[src/rtl/uer_pkg.sv]
// Shared types, codes and constants of the ultrasonic echo ranger.
`timescale 1ns / 1ps
`default_nettype none
package uer_pkg;

    localparam int unsigned TRIG_W  = 8;
    localparam int unsigned TICK_W  = 16;
    localparam int unsigned SINCE_W = 17;
    localparam int unsigned SCALE_W = 16;
    localparam int unsigned DIST_W  = 24;
    localparam int unsigned PROD_W  = TICK_W + SCALE_W;
    localparam int unsigned CIDX_W  = 3;
    localparam int unsigned CDAT_W  = 24;

    localparam logic [SINCE_W-1:0] SINCE_MAX = {SINCE_W{1'b1}};

    typedef enum logic [1:0] {
        PH_IDLE = 2'd0,
        PH_TRIG = 2'd1,
        PH_RISE = 2'd2,
        PH_HIGH = 2'd3
    } t_phase;

    typedef enum logic [2:0] {
        ST_FRESH    = 3'd0,
        ST_CACHED   = 3'd1,
        ST_NO_ECHO  = 3'd2,
        ST_TOO_LONG = 3'd3,
        ST_RANGE    = 3'd4,
        ST_NONE     = 3'd5
    } t_status;

    typedef enum logic [CIDX_W-1:0] {
        CFG_TRIG_WIDTH = 3'd0,
        CFG_TIMEOUT    = 3'd1,
        CFG_MIN_INTVL  = 3'd2,
        CFG_SCALE      = 3'd3,
        CFG_MIN_DIST   = 3'd4,
        CFG_MAX_DIST   = 3'd5
    } t_cfg_idx;

    typedef struct packed {
        logic [TRIG_W-1:0]  trig_width;
        logic [TICK_W-1:0]  timeout;
        logic [SINCE_W-1:0] min_intvl;
        logic [SCALE_W-1:0] scale;
        logic [DIST_W-1:0]  min_dist;
        logic [DIST_W-1:0]  max_dist;
    } t_cfg;

    typedef struct packed {
        logic              trigger_level;
        logic              result_valid;
        t_status           status;
        logic [DIST_W-1:0] distance_q8;
        logic              ready_res;
        logic [DIST_W-1:0] last_distance_q8;
    } t_res;

endpackage
`default_nettype wire

[src/rtl/uer_ifs.sv]
// Channel interfaces: tick input, result output and register write.
`timescale 1ns / 1ps
`default_nettype none
interface uer_in_if;
    logic valid;
    logic ready;
    logic echo_level;
    logic start_request;
    modport source (output valid, output echo_level, output start_request, input ready);
    modport sink (input valid, input echo_level, input start_request, output ready);
endinterface

interface uer_res_if;
    logic                       valid;
    logic                       ready;
    logic                       trigger_level;
    logic                       result_valid;
    logic [2:0]                 status;
    logic [uer_pkg::DIST_W-1:0] distance_q8;
    logic                       ready_res;
    logic [uer_pkg::DIST_W-1:0] last_distance_q8;
    modport source (output valid, output trigger_level, output result_valid, output status,
                    output distance_q8, output ready_res, output last_distance_q8,
                    input ready);
    modport sink (input valid, input trigger_level, input result_valid, input status,
                  input distance_q8, input ready_res, input last_distance_q8,
                  output ready);
endinterface

interface uer_cfg_if;
    logic                       valid;
    logic                       ready;
    logic [uer_pkg::CIDX_W-1:0] index;
    logic [uer_pkg::CDAT_W-1:0] data;
    modport source (output valid, output index, output data, input ready);
    modport sink (input valid, input index, input data, output ready);
endinterface
`default_nettype wire

[src/rtl/ultrasonic_echo_ranger_core.sv]
// Top level of the ultrasonic echo ranger.
`timescale 1ns / 1ps
`default_nettype none
// Ultrasonic echo ranger core.
// i_in carries one request per microsecond tick: the sampled echo level and
// a measurement request flag. o_res returns exactly one request per input
// request, in order, with the trigger drive for that tick, a finish flag,
// status, distance (cm, Q8), interval-ready flag and cached distance.
// i_cfg writes the six registers (index 0..5, others ignored); it is always
// ready and must only be used while the block is idle.
// Datapath: input register -> state update and result logic -> result
// register; a tick passes both registers. Throughput is one tick per cycle
// unless the receiver stalls; the echo width is scaled by a running sum
// (scale added once per high tick), so no multiplier sits in the path.
// Reset (synchronous, active low) returns the registers to their defaults,
// the sequencer to idle, empties the cache and saturates the interval timer.
// When the receiver stalls, the result register holds, the input register
// fills, and i_in.ready drops; nothing is lost or repeated.
module ultrasonic_echo_ranger_core (
    input  logic       i_clk,
    input  logic       i_rst_n,
    uer_in_if.sink     i_in,
    uer_res_if.source  o_res,
    uer_cfg_if.sink    i_cfg
);

    logic          r_in_vld;
    logic          r_echo;
    logic          r_req;
    logic          r_out_vld;
    uer_pkg::t_res r_res;
    uer_pkg::t_res w_res;
    uer_pkg::t_cfg w_cfg;
    logic          w_adv;

    // Tick in the input register moves on when the result slot is free
    assign w_adv       = r_in_vld && (!r_out_vld || o_res.ready);
    assign i_in.ready  = !r_in_vld || w_adv;
    assign i_cfg.ready = 1'b1;

    uer_cfg_regs u_cfg (
        .i_clk     (i_clk),
        .i_rst_n   (i_rst_n),
        .i_wr_en   (i_cfg.valid),
        .i_wr_idx  (i_cfg.index),
        .i_wr_data (i_cfg.data),
        .o_cfg     (w_cfg)
    );

    uer_step u_step (
        .i_clk   (i_clk),
        .i_rst_n (i_rst_n),
        .i_adv   (w_adv),
        .i_echo  (r_echo),
        .i_req   (r_req),
        .i_cfg   (w_cfg),
        .o_res   (w_res)
    );

    always_ff @(posedge i_clk) begin
        if (!i_rst_n) begin
            r_in_vld  <= 1'b0;
            r_out_vld <= 1'b0;
        end else begin
            if (i_in.valid && i_in.ready) begin
                r_in_vld <= 1'b1;
            end else if (w_adv) begin
                r_in_vld <= 1'b0;
            end
            if (w_adv) begin
                r_out_vld <= 1'b1;
            end else if (o_res.ready) begin
                r_out_vld <= 1'b0;
            end
        end
    end

    // Payload registers
    always_ff @(posedge i_clk) begin
        if (i_in.valid && i_in.ready) begin
            r_echo <= i_in.echo_level;
            r_req  <= i_in.start_request;
        end
        if (w_adv) begin
            r_res <= w_res;
        end
    end

    assign o_res.valid            = r_out_vld;
    assign o_res.trigger_level    = r_res.trigger_level;
    assign o_res.result_valid     = r_res.result_valid;
    assign o_res.status           = 3'(r_res.status);
    assign o_res.distance_q8      = r_res.distance_q8;
    assign o_res.ready_res        = r_res.ready_res;
    assign o_res.last_distance_q8 = r_res.last_distance_q8;

`ifndef SYNTHESIS
    a_fail_zero_dist: assert property (@(posedge i_clk) disable iff (!i_rst_n)
        r_out_vld && (r_res.status != uer_pkg::ST_FRESH)
        && (r_res.status != uer_pkg::ST_CACHED) |-> (r_res.distance_q8 == '0))
        else $error("failed request carries a distance");
    a_fresh_cached: assert property (@(posedge i_clk) disable iff (!i_rst_n)
        r_out_vld && r_res.result_valid && (r_res.status == uer_pkg::ST_FRESH)
        |-> (r_res.last_distance_q8 == r_res.distance_q8))
        else $error("fresh distance not cached");
    a_idle_status: assert property (@(posedge i_clk) disable iff (!i_rst_n)
        r_out_vld && !r_res.result_valid
        |-> (r_res.status == uer_pkg::ST_FRESH) && (r_res.distance_q8 == '0))
        else $error("status set on a non-finishing tick");
`endif

endmodule
`default_nettype wire

[src/rtl/uer_cfg_regs.sv]
// Configuration register bank.
`timescale 1ns / 1ps
`default_nettype none
module uer_cfg_regs (
    input  logic                       i_clk,
    input  logic                       i_rst_n,
    input  logic                       i_wr_en,
    input  logic [uer_pkg::CIDX_W-1:0] i_wr_idx,
    input  logic [uer_pkg::CDAT_W-1:0] i_wr_data,
    output uer_pkg::t_cfg              o_cfg
);

    uer_pkg::t_cfg r_cfg;
    uer_pkg::t_cfg n_cfg;

    always_comb begin
        n_cfg = r_cfg;
        if (i_wr_en) begin
            unique case (uer_pkg::t_cfg_idx'(i_wr_idx))
                uer_pkg::CFG_TRIG_WIDTH: n_cfg.trig_width = i_wr_data[uer_pkg::TRIG_W-1:0];
                uer_pkg::CFG_TIMEOUT:    n_cfg.timeout    = i_wr_data[uer_pkg::TICK_W-1:0];
                uer_pkg::CFG_MIN_INTVL:  n_cfg.min_intvl  = i_wr_data[uer_pkg::SINCE_W-1:0];
                uer_pkg::CFG_SCALE:      n_cfg.scale      = i_wr_data[uer_pkg::SCALE_W-1:0];
                uer_pkg::CFG_MIN_DIST:   n_cfg.min_dist   = i_wr_data[uer_pkg::DIST_W-1:0];
                uer_pkg::CFG_MAX_DIST:   n_cfg.max_dist   = i_wr_data[uer_pkg::DIST_W-1:0];
                default: ;
            endcase
        end
    end

    always_ff @(posedge i_clk) begin
        if (!i_rst_n) begin
            r_cfg.trig_width <= 8'd10;
            r_cfg.timeout    <= 16'd30000;
            r_cfg.min_intvl  <= 17'd60000;
            r_cfg.scale      <= 16'd1124;
            r_cfg.min_dist   <= 24'd512;
            r_cfg.max_dist   <= 24'd102400;
        end else begin
            r_cfg <= n_cfg;
        end
    end

    assign o_cfg = r_cfg;

endmodule
`default_nettype wire

[src/rtl/uer_step.sv]
// Per-tick ranging state machine: trigger, echo waits, width timing, cache.
`timescale 1ns / 1ps
`default_nettype none
module uer_step (
    input  logic          i_clk,
    input  logic          i_rst_n,
    input  logic          i_adv,
    input  logic          i_echo,
    input  logic          i_req,
    input  uer_pkg::t_cfg i_cfg,
    output uer_pkg::t_res o_res
);

    uer_pkg::t_phase               r_phase, n_phase;
    logic [uer_pkg::TICK_W-1:0]    r_ticks, n_ticks;
    logic [uer_pkg::PROD_W-1:0]    r_prod,  n_prod;   // ticks * scale, kept as running sum
    logic [uer_pkg::SINCE_W-1:0]   r_since, n_since;
    logic [uer_pkg::DIST_W-1:0]    r_cache, n_cache;
    logic                          r_cache_vld, n_cache_vld;

    logic [uer_pkg::SINCE_W-1:0]   w_since_inc;
    logic [uer_pkg::TRIG_W-1:0]    w_tw;
    logic [uer_pkg::TICK_W-1:0]    w_ticks_inc;
    logic [uer_pkg::DIST_W-1:0]    w_dist;

    assign w_since_inc = (r_since != uer_pkg::SINCE_MAX) ? r_since + 1'b1 : r_since;
    assign w_tw        = (i_cfg.trig_width == '0) ? uer_pkg::TRIG_W'(1) : i_cfg.trig_width;
    assign w_ticks_inc = r_ticks + 1'b1;
    assign w_dist      = r_prod[uer_pkg::PROD_W-1 -: uer_pkg::DIST_W];

    always_comb begin
        n_phase     = r_phase;
        n_ticks     = r_ticks;
        n_prod      = r_prod;
        n_since     = w_since_inc;
        n_cache     = r_cache;
        n_cache_vld = r_cache_vld;
        o_res       = '0;
        o_res.status = uer_pkg::ST_FRESH;

        unique case (r_phase)
            uer_pkg::PH_IDLE: begin
                if (i_req) begin
                    if (w_since_inc < i_cfg.min_intvl) begin
                        o_res.result_valid = 1'b1;
                        if (r_cache_vld) begin
                            o_res.status      = uer_pkg::ST_CACHED;
                            o_res.distance_q8 = r_cache;
                        end else begin
                            o_res.status = uer_pkg::ST_NONE;
                        end
                    end else begin
                        o_res.trigger_level = 1'b1;
                        if (w_tw == uer_pkg::TRIG_W'(1)) begin
                            n_phase = uer_pkg::PH_RISE;
                            n_ticks = '0;
                        end else begin
                            n_phase = uer_pkg::PH_TRIG;
                            n_ticks = uer_pkg::TICK_W'(1);
                        end
                    end
                end
            end
            uer_pkg::PH_TRIG: begin
                o_res.trigger_level = 1'b1;
                n_ticks = w_ticks_inc;
                if (w_ticks_inc >= {{(uer_pkg::TICK_W-uer_pkg::TRIG_W){1'b0}}, w_tw}) begin
                    n_phase = uer_pkg::PH_RISE;
                    n_ticks = '0;
                end
            end
            uer_pkg::PH_RISE: begin
                if (i_echo) begin
                    n_phase = uer_pkg::PH_HIGH;
                    n_ticks = uer_pkg::TICK_W'(1);
                    n_prod  = {{uer_pkg::TICK_W{1'b0}}, i_cfg.scale};
                end else if (r_ticks >= i_cfg.timeout) begin
                    o_res.result_valid = 1'b1;
                    o_res.status       = uer_pkg::ST_NO_ECHO;
                    n_phase            = uer_pkg::PH_IDLE;
                    n_ticks            = '0;
                end else begin
                    n_ticks = w_ticks_inc;
                end
            end
            uer_pkg::PH_HIGH: begin
                if (i_echo) begin
                    if (r_ticks >= i_cfg.timeout) begin
                        o_res.result_valid = 1'b1;
                        o_res.status       = uer_pkg::ST_TOO_LONG;
                        n_phase            = uer_pkg::PH_IDLE;
                        n_ticks            = '0;
                    end else begin
                        n_ticks = w_ticks_inc;
                        n_prod  = r_prod + {{uer_pkg::TICK_W{1'b0}}, i_cfg.scale};
                    end
                end else begin
                    o_res.result_valid = 1'b1;
                    if (w_dist < i_cfg.min_dist || w_dist > i_cfg.max_dist) begin
                        o_res.status = uer_pkg::ST_RANGE;
                    end else begin
                        o_res.status      = uer_pkg::ST_FRESH;
                        o_res.distance_q8 = w_dist;
                        n_cache           = w_dist;
                        n_cache_vld       = 1'b1;
                        n_since           = '0;
                    end
                    n_phase = uer_pkg::PH_IDLE;
                    n_ticks = '0;
                end
            end
            default: ;
        endcase

        o_res.ready_res        = (n_since >= i_cfg.min_intvl);
        o_res.last_distance_q8 = n_cache_vld ? n_cache : '0;
    end

    always_ff @(posedge i_clk) begin
        if (!i_rst_n) begin
            r_phase     <= uer_pkg::PH_IDLE;
            r_ticks     <= '0;
            r_since     <= uer_pkg::SINCE_MAX;
            r_cache     <= '0;
            r_cache_vld <= 1'b0;
        end else if (i_adv) begin
            r_phase     <= n_phase;
            r_ticks     <= n_ticks;
            r_since     <= n_since;
            r_cache     <= n_cache;
            r_cache_vld <= n_cache_vld;
        end
    end

    always_ff @(posedge i_clk) begin
        if (i_adv) begin
            r_prod <= n_prod;
        end
    end

`ifndef SYNTHESIS
    a_idle_ticks_zero: assert property (@(posedge i_clk) disable iff (!i_rst_n)
        (r_phase == uer_pkg::PH_IDLE) |-> (r_ticks == '0))
        else $error("phase counter not cleared in idle");
    a_trig_no_result: assert property (@(posedge i_clk) disable iff (!i_rst_n)
        i_adv && o_res.trigger_level |-> !o_res.result_valid)
        else $error("trigger driven on a finishing tick");
    a_success_restarts: assert property (@(posedge i_clk) disable iff (!i_rst_n)
        i_adv && o_res.result_valid && (o_res.status == uer_pkg::ST_FRESH)
        |=> (r_since == '0) && r_cache_vld)
        else $error("success did not restart interval");
`endif

endmodule
`default_nettype wire

[src/flat_wrapper.sv]
// flat-port wrapper written by rule: the top's interface ports become plain ports
module ultrasonic_echo_ranger_core_flat 
  (i_clk, i_rst_n, i_in_valid, i_in_echo_level, i_in_start_request, i_in_ready, o_res_valid, o_res_trigger_level, o_res_result_valid, o_res_status, o_res_distance_q8, o_res_ready_res, o_res_last_distance_q8, o_res_ready, i_cfg_valid, i_cfg_index, i_cfg_data, i_cfg_ready);
  uer_in_if i_in_i ();
  uer_res_if o_res_i ();
  uer_cfg_if i_cfg_i ();
  input  logic i_clk;
  input  logic i_rst_n;
  input wire logic [$bits(i_in_i.valid)-1:0] i_in_valid;
  input wire logic [$bits(i_in_i.echo_level)-1:0] i_in_echo_level;
  input wire logic [$bits(i_in_i.start_request)-1:0] i_in_start_request;
  output wire logic [$bits(i_in_i.ready)-1:0] i_in_ready;
  output wire logic [$bits(o_res_i.valid)-1:0] o_res_valid;
  output wire logic [$bits(o_res_i.trigger_level)-1:0] o_res_trigger_level;
  output wire logic [$bits(o_res_i.result_valid)-1:0] o_res_result_valid;
  output wire logic [$bits(o_res_i.status)-1:0] o_res_status;
  output wire logic [$bits(o_res_i.distance_q8)-1:0] o_res_distance_q8;
  output wire logic [$bits(o_res_i.ready_res)-1:0] o_res_ready_res;
  output wire logic [$bits(o_res_i.last_distance_q8)-1:0] o_res_last_distance_q8;
  input wire logic [$bits(o_res_i.ready)-1:0] o_res_ready;
  input wire logic [$bits(i_cfg_i.valid)-1:0] i_cfg_valid;
  input wire logic [$bits(i_cfg_i.index)-1:0] i_cfg_index;
  input wire logic [$bits(i_cfg_i.data)-1:0] i_cfg_data;
  output wire logic [$bits(i_cfg_i.ready)-1:0] i_cfg_ready;
  assign i_in_i.valid = i_in_valid;
  assign i_in_i.echo_level = i_in_echo_level;
  assign i_in_i.start_request = i_in_start_request;
  assign i_in_ready = i_in_i.ready;
  assign o_res_valid = o_res_i.valid;
  assign o_res_trigger_level = o_res_i.trigger_level;
  assign o_res_result_valid = o_res_i.result_valid;
  assign o_res_status = o_res_i.status;
  assign o_res_distance_q8 = o_res_i.distance_q8;
  assign o_res_ready_res = o_res_i.ready_res;
  assign o_res_last_distance_q8 = o_res_i.last_distance_q8;
  assign o_res_i.ready = o_res_ready;
  assign i_cfg_i.valid = i_cfg_valid;
  assign i_cfg_i.index = i_cfg_index;
  assign i_cfg_i.data = i_cfg_data;
  assign i_cfg_ready = i_cfg_i.ready;
  ultrasonic_echo_ranger_core u_core (.i_clk(i_clk), .i_rst_n(i_rst_n), .i_in(i_in_i), .o_res(o_res_i), .i_cfg(i_cfg_i));
endmodule
[config.mk]
export PLATFORM = sky130hd
export DESIGN_NAME = ultrasonic_echo_ranger_core_flat
export DESIGN_NICKNAME = d
export VERILOG_FILES = /design/src/rtl/uer_pkg.sv /design/src/rtl/uer_ifs.sv /design/src/rtl/ultrasonic_echo_ranger_core.sv /design/src/rtl/uer_cfg_regs.sv /design/src/rtl/uer_step.sv /design/src/flat_wrapper.sv
export SDC_FILE = /design/constraint.sdc
export NUM_CORES = 1
export LEC_CHECK = 0
export BUFFER_PORTS_ARGS = -buffer_cell sky130_fd_sc_hd__buf_2
export CORE_ASPECT_RATIO = 1.2
export CORE_MARGIN = 1
export CORE_UTILIZATION = 45
export CTS_CLUSTER_SIZE = 8
export DETAILED_ROUTE_END_ITERATION = 10
export PLACE_DENSITY = 0.67
export SETUP_SLACK_MARGIN = 0.3
export SKIP_CTS_REPAIR_TIMING = 1
export SLEW_MARGIN = 20
export SYNTH_ARGS = -nofsm -noshare
export SYNTH_HDL_FRONTEND = slang
export SYNTH_SLANG_ARGS = --single-unit
[constraint.sdc]
create_clock -name i_clk -period 4.5 [get_ports i_clk]
set_input_delay 0.675 -clock i_clk [delete_from_list [all_inputs] [get_ports i_clk]]
set_output_delay 0.675 -clock i_clk [all_outputs]
set_load 0.05 [all_outputs]
==> flow_summary.toml <==
[worst_setup_path]
cp_max_fo = 5
cpPeakStageDelay_ns = 0.45
cp_common_cell = "o21a_1"
critPathArrivalTime_ns = 4.31
critPathTopFamily = "compound AO/OA/AOI/OAI gates"
crit_path_end_kind = "flip-flop"
crit_buf_inv = 1
criticalPathCategory = "reg -> reg"
cpMaxStageDelayCell = "edfxtp_1"
required_ns = 4.77
critical_path.cell_chain = "ha_1 -> a21o_1 -> a221oi_2 -> o2111ai_2 -> nand3_1 -> and4bb_2 -> nor3_2 -> buf_4 -> nor2_1 -> ha_1 -> nor2b_1 -> o21a_1 -> o21a_1 -> o21a_1 -> o21a_1 -> o211ai_1 -> a31oi_1 -> o22a_1"
cp-start-kind = "flip-flop"

[routing]
routed_wl_um = 35200
dr_total_vias = 11800
drt_pass1_iterations = 5
initialDrtViolationCount = 793
post_drt_wl_per_cell_um = 16.5
via_per_inst = 5.54
antenna_left = 0
drc = 0

[hold_path]
hold_class = "in -> reg"

[clocking]
cts.sinks = 255
cts_buffers = 37
cts.path.max_buffers = 3
cts-root-buf = "clkbuf_16"
tritoncts = "done"
clkLatencyLatePin_ns = 0.52
htreeDepth = 2
path_clk_slew_ns = 0.06

[finish]
antennaDiodeCount = 0
multi_input_area_sq_mm = 0.00752
final_core_utilization = 0.533
finalNonFillerCells = 2136
design_area_sq_mm = 0.0163
drive_above_1_share = 0.134
area_growth_pct = 15.5
fin_nets = 1881
fillers = 2825
seq_area_sq_mm = 0.00599

[die]
die_w_um = 164
ioPinCount = 91
die_area_sq_mm = 0.0321
die_y_um = 196
num_rows = 70
core-area_sq_mm = 0.0307
start_util = 0.461

[logic_synthesis]
synthArstFlopShare = 0
yosysWarningCount = 0
synthCells = 1613
ys_ff_latch = 255
synth-edff-count = 88
yosysUniqueCellTypes = 71
ys_seq_area_frac = 0.424
syn-num-nets = 1776
synth_ff_type = "dfxtp_1"
synth.avg_cell_area_sq_um = 8.76
synth_area_sq_mm = 0.0141

[sta]
maxSlewHeadroom = 0.287
holdWs_ns = 0.336
fin_setup_tns_ns = 0
rsz0062_at_grt = "no"
finalCriticalPeriod_ns = 4.04
worstMarginPinSlew_ns = 1.07
setup_violations = 0
fmax_mhz = 247
period_share = 0.898
layout_setup_ws_ns = 0.458
skew_ns = 0.0183
finalHoldViolCount = 0
slew_viol_final = 0

[global_route]
first_global_vias = 11100
track_usage = 0.219
grt_max_degree = 87
grt_overflow_total = 0
antenna_found_initial = 0
grt_first_pass_wirelength_um = 56200

[place]
place.gp.congestion = 0.914
place_area_sq_mm = 0.0150
portBuffers = 89
hpwl_um = 24300
dp_cells = 2053
post-place-ws_ns = 0.0687

[power_and_ir_drop]
leakage_nw = 6.45
ir_drop_mv = 0.306
fin_total_pwr_mw = 5.82
p_per_area_mw_per_mm2 = 356

[outcome]
run_status = "completed"

[run]
maxCapViolations = 0
## flip-flops by register name, indices dropped and copies added, names as in the netlist, 2 cells and up
signal                         flops
u_core.u_cfg.o_cfg               105
u_core.u_step.r_prod              32
u_core.u_step.r_phase              2
u_core.o_res.distance_q8          24
u_core.u_step.r_cache             24
u_core.o_res.last_distance_q8     24
u_core.u_step.r_since             17
u_core.o_res.status                3
u_core.u_step.r_ticks             16
## final cells by class
cell class              count  area share
repair buffers            139      0.0515
clock buffers              60      0.0646
inverters                 112      0.0258
well taps                 396      0.0303
clock inverters             1    0.000536
flip-flops and latches    255       0.367
multi-input cells        1173       0.461
## cell usage in the layout (no fill, tap or decap), types with 39 or more instances in the layout
cell       instances
nor2_1            53
nand3_1           68
dfxtp_1          167
a21oi_1          140
buf_2             89
nand2_1          318
edfxtp_1          88
inv_1            110
clkbuf_16         39
buf_4             48
ha_1             127
o21ai_0           76
## per-layer routing
layer  track usage  vias to the layer above  routed length, um  share of wire
met5             0                        -                  0              0
li1              -                     5913                  -              -
met1         0.269                     5536              15100           0.43
met2         0.378                      312              17100           0.49
met3        0.0317                       72               1750          0.050
met4        0.0947                        0               1190          0.034
## where the power goes
part           total [mW]  switching [mW]  leakage (nW)  internal, mW
Clock                2.58           0.991         0.510          1.59
Sequential           2.48          0.0400          2.22          2.44
Combinational       0.762           0.473          3.72         0.289
Total                5.82            1.50          6.45          4.31
## path summary, 6_finish.rpt
| path | from | endpoint | slack, ns | cells past startpoint |
|---|---|---|---|---|
| setup / recovery | u_core.u_step.r_prod[18] | u_core.o_res.ready_res | 0.46 | 18 |
| hold / removal | i_in_echo_level | u_core.r_echo | 0.34 | 1 |
| setup reg to reg | u_core.u_step.r_prod[18] | u_core.o_res.ready_res | 0.46 | 18 |
| hold reg to reg | u_core.u_cfg.o_cfg[31] | u_core.u_cfg.o_cfg[31] | 0.45 | 2 |
## cell usage after synthesis, types with 3 or more instances
cell type / number / area (sq um)
o22ai_1: 3 / 18.8
nand2_1: 319 / 1200
xor2_1: 20 / 175
a21o_1: 21 / 158
nor2_1: 56 / 210
nor2b_1: 16 / 100
edfxtp_1: 88 / 2640
o21ai_0: 77 / 385
nand3_1: 68 / 340
or2_2: 6 / 37.5
mux2i_1: 13 / 130
buf_6: 4 / 45.0
o31ai_1: 15 / 113
ha_1: 128 / 1600
and4_1: 7 / 61.3
a2111oi_0: 3 / 26.3
xnor2_1: 22 / 193
dfxtp_1: 167 / 3340
and2_1: 10 / 62.6
nand2b_1: 20 / 125
nor4_1: 9 / 56.3
o21a_1: 9 / 67.6
inv_1: 111 / 417
a221oi_1: 3 / 26.3
buf_1: 9 / 33.8
a22o_1: 24 / 210
a21boi_0: 7 / 52.6
a211oi_1: 6 / 45.0
buf_2: 4 / 20.0
mux2_2: 16 / 180
a211o_1: 7 / 61.3
a32oi_1: 3 / 26.3
a31oi_1: 9 / 56.3
nand4_1: 30 / 188
o211ai_1: 26 / 195
a21oi_1: 140 / 701
and3_1: 14 / 87.6
clkbuf_1: 56 / 210
or3_1: 7 / 43.8
o21bai_1: 6 / 45.0
nor3_1: 19 / 95.1
## cell families (layout without fill, tap and decap cells)
group / Yosys count / after routing / share of synthesized area
compound gates: 378 / 378 / 0.167
other cells: 1 / 1 / 0.000265
fa+ha+maj: 129 / 129 / 0.115
buf+inv: 186 / 312 / 0.0521
simple gates: 593 / 594 / 0.194
xor+xnor: 42 / 42 / 0.0260
mux: 29 / 29 / 0.0220
flops: 255 / 255 / 0.424
Power figures use the tool's default switching activity.
